**src/design/line_continuation_filter_macros.svh**
```systemverilog
// Assertion macros shared by the line continuation filter.
`ifndef LINE_CONTINUATION_FILTER_MACROS_SVH
`define LINE_CONTINUATION_FILTER_MACROS_SVH

// Same-cycle implication, checked outside reset.
`define LCF_ASSERT_NOW(lbl, ante, cons) \
  lbl: assert property (@(posedge clk) disable iff (rst) (ante) |-> (cons)) \
    else $error("line continuation filter check failed");

// Next-cycle implication, checked outside reset.
`define LCF_ASSERT_NEXT(lbl, ante, cons) \
  lbl: assert property (@(posedge clk) disable iff (rst) (ante) |=> (cons)) \
    else $error("line continuation filter check failed");

`endif

```
**src/design/lcf_pkg.sv**
```systemverilog
// Shared types, constants and control interfaces of the line continuation filter.
package lcf_pkg;

  localparam int STARTER_MAX_DEF  = 8;
  localparam int COUNT_DIGITS_DEF = 10;
  localparam int CFG_IDX_W        = 2;

  localparam logic [7:0] CH_BACKSLASH = 8'h5C;
  localparam logic [7:0] CH_NEWLINE   = 8'h0A;
  localparam logic [7:0] CH_SPACE     = 8'h20;
  localparam logic [7:0] CH_ZERO      = 8'h30;

  typedef enum logic [CFG_IDX_W-1:0] {
    CFG_INFO_ENABLE    = 2'd0,
    CFG_STARTER_CHARS  = 2'd1,
    CFG_STARTER_LENGTH = 2'd2
  } cfg_reg_t;

  typedef enum logic [2:0] {
    ST_IDLE,
    ST_ESC,
    ST_STARTER,
    ST_SPACE,
    ST_DIGIT,
    ST_EOL
  } state_t;

  typedef enum logic [2:0] {
    SRC_IN,
    SRC_BACKSLASH,
    SRC_NEWLINE,
    SRC_STARTER,
    SRC_SPACE,
    SRC_DIGIT
  } out_src_t;

  typedef struct packed {
    logic     process;
    logic     consume;
    logic     out_load;
    out_src_t out_sel;
    logic     out_last;
    logic     starter_step;
    logic     digit_load;
    logic     digit_step;
  } ctrl_cmd_t;

  typedef struct packed {
    logic in_full;
    logic is_newline;
    logic is_backslash;
    logic escape_pending;
    logic joined_run;
    logic out_free;
    logic starter_empty;
    logic starter_last;
    logic digit_last;
  } dp_status_t;

endpackage

```
**src/design/lcf_ctrl.sv**
```systemverilog
// Sequencer that steps one request through its output bytes.
module lcf_ctrl (
  input  logic                clk,
  input  logic                rst,
  input  lcf_pkg::dp_status_t status,
  output lcf_pkg::ctrl_cmd_t  cmd
);

  lcf_pkg::state_t state;
  lcf_pkg::state_t state_next;

  always_ff @(posedge clk) begin
    if (rst) begin
      state <= lcf_pkg::ST_IDLE;
    end else begin
      state <= state_next;
    end
  end

  always_comb begin
    cmd        = '0;
    cmd.out_sel = lcf_pkg::SRC_IN;
    state_next = state;
    unique case (state)
      lcf_pkg::ST_IDLE: begin
        if (status.in_full && status.out_free) begin
          cmd.process = 1'b1;
          priority if (status.escape_pending) begin
            if (status.is_newline) begin
              // joined newline: drop both bytes
              cmd.consume = 1'b1;
            end else begin
              cmd.out_load = 1'b1;
              cmd.out_sel  = lcf_pkg::SRC_BACKSLASH;
              state_next   = lcf_pkg::ST_ESC;
            end
          end else if (status.is_backslash) begin
            cmd.consume = 1'b1;
          end else if (status.is_newline) begin
            cmd.consume  = 1'b1;
            cmd.out_load = 1'b1;
            cmd.out_sel  = lcf_pkg::SRC_IN;
            cmd.out_last = !status.joined_run;
            if (status.joined_run) begin
              state_next = status.starter_empty ? lcf_pkg::ST_SPACE : lcf_pkg::ST_STARTER;
            end
          end else begin
            cmd.consume  = 1'b1;
            cmd.out_load = 1'b1;
            cmd.out_sel  = lcf_pkg::SRC_IN;
            cmd.out_last = 1'b1;
          end
        end
      end
      lcf_pkg::ST_ESC: begin
        if (status.out_free) begin
          cmd.consume  = 1'b1;
          cmd.out_load = 1'b1;
          cmd.out_sel  = lcf_pkg::SRC_IN;
          cmd.out_last = 1'b1;
          state_next   = lcf_pkg::ST_IDLE;
        end
      end
      lcf_pkg::ST_STARTER: begin
        if (status.out_free) begin
          cmd.out_load     = 1'b1;
          cmd.out_sel      = lcf_pkg::SRC_STARTER;
          cmd.starter_step = 1'b1;
          if (status.starter_last) begin
            state_next = lcf_pkg::ST_SPACE;
          end
        end
      end
      lcf_pkg::ST_SPACE: begin
        if (status.out_free) begin
          cmd.out_load   = 1'b1;
          cmd.out_sel    = lcf_pkg::SRC_SPACE;
          cmd.digit_load = 1'b1;
          state_next     = lcf_pkg::ST_DIGIT;
        end
      end
      lcf_pkg::ST_DIGIT: begin
        if (status.out_free) begin
          cmd.out_load   = 1'b1;
          cmd.out_sel    = lcf_pkg::SRC_DIGIT;
          cmd.digit_step = 1'b1;
          if (status.digit_last) begin
            state_next = lcf_pkg::ST_EOL;
          end
        end
      end
      lcf_pkg::ST_EOL: begin
        if (status.out_free) begin
          cmd.out_load = 1'b1;
          cmd.out_sel  = lcf_pkg::SRC_NEWLINE;
          cmd.out_last = 1'b1;
          state_next   = lcf_pkg::ST_IDLE;
        end
      end
      default: begin
        state_next = lcf_pkg::ST_IDLE;
      end
    endcase
  end

endmodule

```
**src/design/lcf_dp.sv**
```systemverilog
// Datapath: input and output registers, settings, line counters and byte select.
module lcf_dp #(
  parameter int STARTER_MAX  = lcf_pkg::STARTER_MAX_DEF,
  parameter int COUNT_DIGITS = lcf_pkg::COUNT_DIGITS_DEF
) (
  input  logic                        clk,
  input  logic                        rst,
  input  logic                        in_valid,
  output logic                        in_stall,
  input  logic [7:0]                  in_byte,
  output logic                        out_valid,
  input  logic                        out_stall,
  output logic [7:0]                  out_byte,
  output logic                        last,
  input  logic                        cfg_valid,
  input  logic                        cfg_ready,
  input  logic [lcf_pkg::CFG_IDX_W-1:0] cfg_index,
  input  logic [63:0]                 cfg_data,
  input  lcf_pkg::ctrl_cmd_t          cmd,
  output lcf_pkg::dp_status_t         status
);

  localparam int SIDX_W = (STARTER_MAX > 1) ? $clog2(STARTER_MAX) : 1;
  localparam int DIDX_W = (COUNT_DIGITS > 1) ? $clog2(COUNT_DIGITS) : 1;
  localparam int BCD_W  = 4 * COUNT_DIGITS;

  logic                     in_full;
  logic [7:0]               held_byte;
  logic                     info_enable;
  logic [8*STARTER_MAX-1:0] starter_chars;
  logic [3:0]               starter_length;
  logic                     escape_pending;
  logic                     joined_run;
  logic [31:0]              line_count;
  logic [BCD_W-1:0]         line_count_bcd;
  logic [SIDX_W-1:0]        starter_idx;
  logic [DIDX_W-1:0]        digit_idx;

  logic [31:0]              line_count_next;
  logic [BCD_W-1:0]         bcd_next;
  logic [3:0]               len_eff;
  logic [DIDX_W-1:0]        top_digit;
  logic [7:0]               sel_byte;
  logic                     out_free;
  logic                     is_newline;
  logic                     is_backslash;

  assign out_free     = !out_valid || !out_stall;
  assign in_stall     = in_full && !cmd.consume;
  assign is_newline   = (held_byte == lcf_pkg::CH_NEWLINE);
  assign is_backslash = (held_byte == lcf_pkg::CH_BACKSLASH);

  assign len_eff = (starter_length > 4'(STARTER_MAX)) ? 4'(STARTER_MAX) : starter_length;

  assign status.in_full        = in_full;
  assign status.is_newline     = is_newline;
  assign status.is_backslash   = is_backslash;
  assign status.escape_pending = escape_pending;
  assign status.joined_run     = joined_run;
  assign status.out_free       = out_free;
  assign status.starter_empty  = (len_eff == 4'd0);
  assign status.starter_last   = ((4'(starter_idx) + 4'd1) == len_eff);
  assign status.digit_last     = (digit_idx == '0);

  // Decimal increment: a digit steps up when all lower digits are nine, and a nine rolls over to zero.
  assign line_count_next = line_count + 32'd1;
  always_comb begin
    logic       carry;
    logic [3:0] d;
    carry    = 1'b1;
    bcd_next = line_count_bcd;
    for (int i = 0; i < COUNT_DIGITS; i++) begin
      d = line_count_bcd[4*i +: 4];
      if (carry) begin
        if (d >= 4'd9) begin
          bcd_next[4*i +: 4] = 4'd0;
        end else begin
          bcd_next[4*i +: 4] = d + 4'd1;
          carry = 1'b0;
        end
      end
    end
    if (line_count_next == 32'd0) begin
      bcd_next = '0;
    end
  end

  // Highest nonzero digit; a zero value prints one digit.
  always_comb begin
    top_digit = '0;
    for (int i = 1; i < COUNT_DIGITS; i++) begin
      if (line_count_bcd[4*i +: 4] != 4'd0) begin
        top_digit = DIDX_W'(i);
      end
    end
  end

  always_comb begin
    unique case (cmd.out_sel)
      lcf_pkg::SRC_IN:        sel_byte = held_byte;
      lcf_pkg::SRC_BACKSLASH: sel_byte = lcf_pkg::CH_BACKSLASH;
      lcf_pkg::SRC_NEWLINE:   sel_byte = lcf_pkg::CH_NEWLINE;
      lcf_pkg::SRC_STARTER:   sel_byte = starter_chars[8*starter_idx +: 8];
      lcf_pkg::SRC_SPACE:     sel_byte = lcf_pkg::CH_SPACE;
      lcf_pkg::SRC_DIGIT:     sel_byte = lcf_pkg::CH_ZERO + {4'd0, line_count_bcd[4*digit_idx +: 4]};
      default:                sel_byte = held_byte;
    endcase
  end

  always_ff @(posedge clk) begin
    if (rst) begin
      in_full        <= 1'b0;
      out_valid      <= 1'b0;
      info_enable    <= 1'b0;
      starter_chars  <= '0;
      starter_length <= 4'd0;
      escape_pending <= 1'b0;
      joined_run     <= 1'b0;
      line_count     <= 32'd1;
      line_count_bcd <= BCD_W'(1);
      starter_idx    <= '0;
      digit_idx      <= '0;
    end else begin
      if (in_valid && !in_stall) begin
        in_full <= 1'b1;
      end else if (cmd.consume) begin
        in_full <= 1'b0;
      end

      if (cmd.out_load) begin
        out_valid <= 1'b1;
      end else if (!out_stall) begin
        out_valid <= 1'b0;
      end

      if (cfg_valid && cfg_ready) begin
        unique case (cfg_index)
          lcf_pkg::CFG_INFO_ENABLE:    info_enable    <= cfg_data[0];
          lcf_pkg::CFG_STARTER_CHARS:  starter_chars  <= cfg_data[8*STARTER_MAX-1:0];
          lcf_pkg::CFG_STARTER_LENGTH: starter_length <= cfg_data[3:0];
          default: ;
        endcase
      end

      if (cmd.process) begin
        starter_idx <= '0;
        priority if (escape_pending) begin
          escape_pending <= 1'b0;
          if (is_newline) begin
            line_count     <= line_count_next;
            line_count_bcd <= bcd_next;
            if (info_enable) begin
              joined_run <= 1'b1;
            end
          end
        end else if (is_backslash) begin
          escape_pending <= 1'b1;
        end else if (is_newline) begin
          line_count     <= line_count_next;
          line_count_bcd <= bcd_next;
          joined_run     <= 1'b0;
        end else begin
          escape_pending <= 1'b0;
        end
      end

      if (cmd.starter_step) begin
        starter_idx <= starter_idx + SIDX_W'(1);
      end

      if (cmd.digit_load) begin
        digit_idx <= top_digit;
      end else if (cmd.digit_step) begin
        digit_idx <= digit_idx - DIDX_W'(1);
      end
    end
  end

  // Payload registers hold without reset.
  always_ff @(posedge clk) begin
    if (in_valid && !in_stall) begin
      held_byte <= in_byte;
    end
    if (cmd.out_load) begin
      out_byte <= sel_byte;
      last     <= cmd.out_last;
    end
  end

endmodule

```
**src/design/line_continuation_filter.sv**
```systemverilog
// Top level of the line continuation filter: sequencer, datapath and checks.
// Path: a byte taken into the input register is processed into the output register.
// Throughput: one byte per cycle for plain bytes while out_stall is low. A backslash emits
// nothing, a byte other than newline after it emits a backslash and itself, an info line
// emits starter, space, digits, newline; the single output register that every byte passes paces them.
// Reset: line counter to 1, flags and settings to 0, both channels empty.
`include "line_continuation_filter_macros.svh"

module line_continuation_filter #(
  parameter int STARTER_MAX  = lcf_pkg::STARTER_MAX_DEF,
  parameter int COUNT_DIGITS = lcf_pkg::COUNT_DIGITS_DEF
) (
  input  logic                          clk,
  input  logic                          rst,
  input  logic                          in_valid,
  output logic                          in_stall,
  input  logic [7:0]                    in_byte,
  output logic                          out_valid,
  input  logic                          out_stall,
  output logic [7:0]                    out_byte,
  output logic                          last,
  input  logic                          cfg_valid,
  output logic                          cfg_ready,
  input  logic [lcf_pkg::CFG_IDX_W-1:0] cfg_index,
  input  logic [63:0]                   cfg_data
);

  lcf_pkg::ctrl_cmd_t  cmd;
  lcf_pkg::dp_status_t status;

  assign cfg_ready = 1'b1;

  lcf_ctrl u_ctrl (
    .clk    (clk),
    .rst    (rst),
    .status (status),
    .cmd    (cmd)
  );

  lcf_dp #(
    .STARTER_MAX  (STARTER_MAX),
    .COUNT_DIGITS (COUNT_DIGITS)
  ) u_dp (
    .clk       (clk),
    .rst       (rst),
    .in_valid  (in_valid),
    .in_stall  (in_stall),
    .in_byte   (in_byte),
    .out_valid (out_valid),
    .out_stall (out_stall),
    .out_byte  (out_byte),
    .last      (last),
    .cfg_valid (cfg_valid),
    .cfg_ready (cfg_ready),
    .cfg_index (cfg_index),
    .cfg_data  (cfg_data),
    .cmd       (cmd),
    .status    (status)
  );

  `LCF_ASSERT_NOW(a_load_needs_room, cmd.out_load, status.out_free)
  `LCF_ASSERT_NOW(a_consume_needs_byte, cmd.consume, status.in_full)
  `LCF_ASSERT_NEXT(a_escape_cleared, cmd.process && status.escape_pending, !status.escape_pending)

endmodule

```
**config.mk**
```make
export PLATFORM = sky130hd
export DESIGN_NAME = line_continuation_filter
export DESIGN_NICKNAME = d
export VERILOG_FILES = /design/src/design/lcf_pkg.sv /design/src/design/lcf_ctrl.sv /design/src/design/lcf_dp.sv /design/src/design/line_continuation_filter.sv
export VERILOG_INCLUDE_DIRS = /design/src /design/src/design
export SDC_FILE = /design/constraint.sdc
export NUM_CORES = 1
export LEC_CHECK = 0
export BUFFER_PORTS_ARGS = -buffer_cell sky130_fd_sc_hd__buf_2
export CAP_MARGIN = 20
export CORE_ASPECT_RATIO = 0.5
export CORE_MARGIN = 1
export CORE_UTILIZATION = 40
export CTS_CLUSTER_DIAMETER = 120
export DETAILED_ROUTE_END_ITERATION = 7
export HOLD_SLACK_MARGIN = 0.06
export PLACE_DENSITY = 0.62
export SYNTH_ARGS = -nofsm -noshare
export SYNTH_HDL_FRONTEND = slang
export SYNTH_SLANG_ARGS = --single-unit
export TNS_END_PERCENT = 1
```
**constraint.sdc**
```tcl
create_clock -name clk -period 3.93 [get_ports clk]
set_input_delay 0.393 -clock clk [delete_from_list [all_inputs] [get_ports clk]]
set_output_delay 0.393 -clock clk [all_outputs]
set_load 0.01 [all_outputs]
```
==> reports/qor.yml <==
clock_network:
  cts_resized: 0
  cts.sinks: 172
  cts_buffers: 17
  cts-hold-fix-buffers: 0
  cts_root_buffer: "clkbuf_16"
  post_cts_buffers: 0
  clk_pin_slew_ps: 70
  cts_buffer_depth: 2
  cts_tree: "done"
  htree_levels: 4
  clk_latency_ps: 450
power:
  ir_worst_vdd_mv: 0.343
  power_frac_seq: 0.490
  p_int_mw: 2.81
  power.density_nw_per_um2: 349
  finalPower_mw: 3.75
  combinationalPowerShare: 0.053
  clockPowerShare: 0.457
  switching_share: 0.251
  switchingPower_mw: 0.942
  leakagePower_nw: 3.85
global_route:
  grt_pass1_wl_um: 39300
  use_met3: 0.0494
  grt_max_degree: 83
  grt-ovfl-total: 0
  grt_pass1_vias: 7673
  top_usage_layer: "met2"
  grtUsageMet2: 0.306
  track_usage: 0.201
  grtUsageMet1: 0.280
  antenna_found_initial: 2
worst_setup_path:
  path_max_fanout: 27
  start_kind: "flop"
  arrival_ps: 3630
  slowest_stage: "nor3_1"
  endpoint_kind: "flop"
  r2r_start: "u_dp.line_count[0]"
  required_ps: 4250
  startpoint: "u_dp.line_count[0]"
  crit_type: "reg -> reg"
  path_cells: "ha_1 > nand3_2 > nor3_1 > xnor2_1 > nand4_1 > nor4_4 > nand3_4 > o21bai_4 > nor2_1"
  max_stage_delay_ps: 600
floorplan:
  chipWidth_um: 220
  num_rows: 39
  core_um2: 23100
  ios: 91
  dieArea_um2: 24500
  die_h_um: 111
  start_util: 0.413
synth:
  syn_area_um2: 9540
  ys_seq_elements: 172
  syn_nets: 1260
  ys_types: 75
  seq_area_frac_synth: 0.379
  ys.flop_type: "dfxtp_1"
  ys_warn_count: 0
  synthCells: 1146
  postSynthAreaPerCell_um2: 8.32
  synth_edf_count: 17
  ys_async_sr_fraction: 0
timing:
  skew_ps: 7.59
  rsz0062_at_grt: "false"
  drv_slew: 0
  report.final.hold_viol_count: 0
  layout_setup_ws_ps: 615
  fin_setup_tns_ps: 0
  finalSetupViolations: 0
  maxSlewHeadroom: 0.391
  timing.final.crit_share: 0.844
  tightest_slew_ps: 912
  max_freq_ghz: 0.302
  min_period_ps: 3320
finish:
  final_nets: 1306
  drive_above_1_share: 0.157
  register_area_um2: 3610
  final_common_cell: "nand2_1"
  syn2layout_area_growth_pct: 12.9
  fin_util: 0.466
  final_cell_mix: "210 x nand2_1, 155 x dfxtp_1, 115 x a21oi_1"
  multiInputGateArea_um2: 5490
  fillers: 2187
  finalNonFillerCells: 1513
placed_design:
  place.gp.congestion: 0.913
  portBuffers: 89
  place_inst: 1480
  dp_hpwl_um: 16700
  place_ws_ps: 679
hold_path:
  hold_path_class: "in -> reg"
  min_from: "in_byte[6]"
status:
  status: "finished, violations left"
  violations: "design-rule violations"
drt:
  wl_per_cell_um: 15.6
  drt_wl_total_um: 23700
  via_count: 8290
  via_per_inst: 5.48
  drt_iter0_markers: 697
  drt-pass1-iter-count: 8
  drtAntennaViolNets: 0
  drc: 2
job:
  drv_cap: 0
## layout make-up
| class | count | area share |
|---|---|---|
| Timing Repair Buffer | 101 | 0.0511 |
| Antenna cell | 1 | 0.000232 |
| Sequential cell | 172 | 0.336 |
| Inverter | 35 | 0.0122 |
| Tap cell | 307 | 0.0357 |
| Clock inverter | 14 | 0.0142 |
| Multi-Input combinational cell | 865 | 0.510 |
| Clock buffer | 18 | 0.0408 |
## path summary, 6_finish.rpt
kind,cells after the start,slack (ps),end
min reg2reg,2,450,u_dp.starter_chars[47]
max reg2reg,9,610,u_dp.line_count_bcd[33]
max,9,610,u_dp.line_count_bcd[33]
min,1,120,u_dp.held_byte[6]
## worst max-delay path: cells and delay by family, from the launching register on
kind | cells | cell delay [ps]
xor+xnor | 1 | 200
compound gates | 1 | 500
fa+ha+maj | 1 | 280
simple gates | 6 | 1710
flops | 1 | 490
## metal layers
metal  part of all wire  wire [um]
met4             0.0095        225
met1               0.49      11500
met5            0.00051         12
met3              0.052       1240
met2               0.45      10600
## logic make-up after synthesis
| group | Yosys count | synth area share |
|---|---|---|
| compound gates | 231 | 0.148 |
| xor+xnor | 44 | 0.0404 |
| fa+ha+maj | 35 | 0.0459 |
| buf+inv | 109 | 0.0458 |
| flops | 172 | 0.379 |
| mux | 48 | 0.0821 |
| other cells | 1 | 0.000393 |
| simple gates | 506 | 0.259 |
## power by group through the flow
stage	clock network, mW	registers, mW	logic, mW
2_1_floorplan	0	1.87	0.119
3_3_place_gp	0	1.88	0.197
3_5_place_dp	0	1.88	0.199
4_1_cts	1.75	1.84	0.200
5_1_grt	1.82	1.85	0.224
6_report	1.71	1.84	0.199
## per-stage QoR
step,instance area (um^2),hold WS (ps)
finish,10800,116
global route,10800,107
global placement,10200,440
floorplan,9540,433
CTS,10800,99.9
detailed placement,10200,446
## Yosys cell counts, drive strengths merged, types with 8 or more instances
cell type  count  area share
a211oi        10      0.0079
a21oi        115       0.060
a22oi          8      0.0063
a31oi         10      0.0066
and2           9      0.0059
and3          10      0.0066
buf           21       0.011
clkbuf        53       0.021
dfxtp        155        0.33
edfxtp        17       0.054
ha            35       0.046
inv           34       0.013
mux2i         22       0.023
mux4          24       0.057
nand2        210       0.083
nand2b        11      0.0072
nand3         40       0.024
nand4         24       0.018
nor2         105       0.041
nor3          30       0.017
nor3b          9      0.0071
nor4          10       0.010
o21ai         39       0.021
or3           14      0.0092
xnor2         19       0.017
xor2          25       0.023
## flip-flops by register name (all words and copies together), names as in the netlist, 3 cells and up
name,cells
u_ctrl.state,3
u_dp.starter_chars,64
u_dp.digit_idx,4
u_dp.starter_idx,3
u_dp.starter_length,4
u_dp.line_count,32
u_dp.line_count_bcd,40
u_dp.held_byte,8
u_dp.out_byte,8
Note: power is estimated with default switching activity, not from simulation.
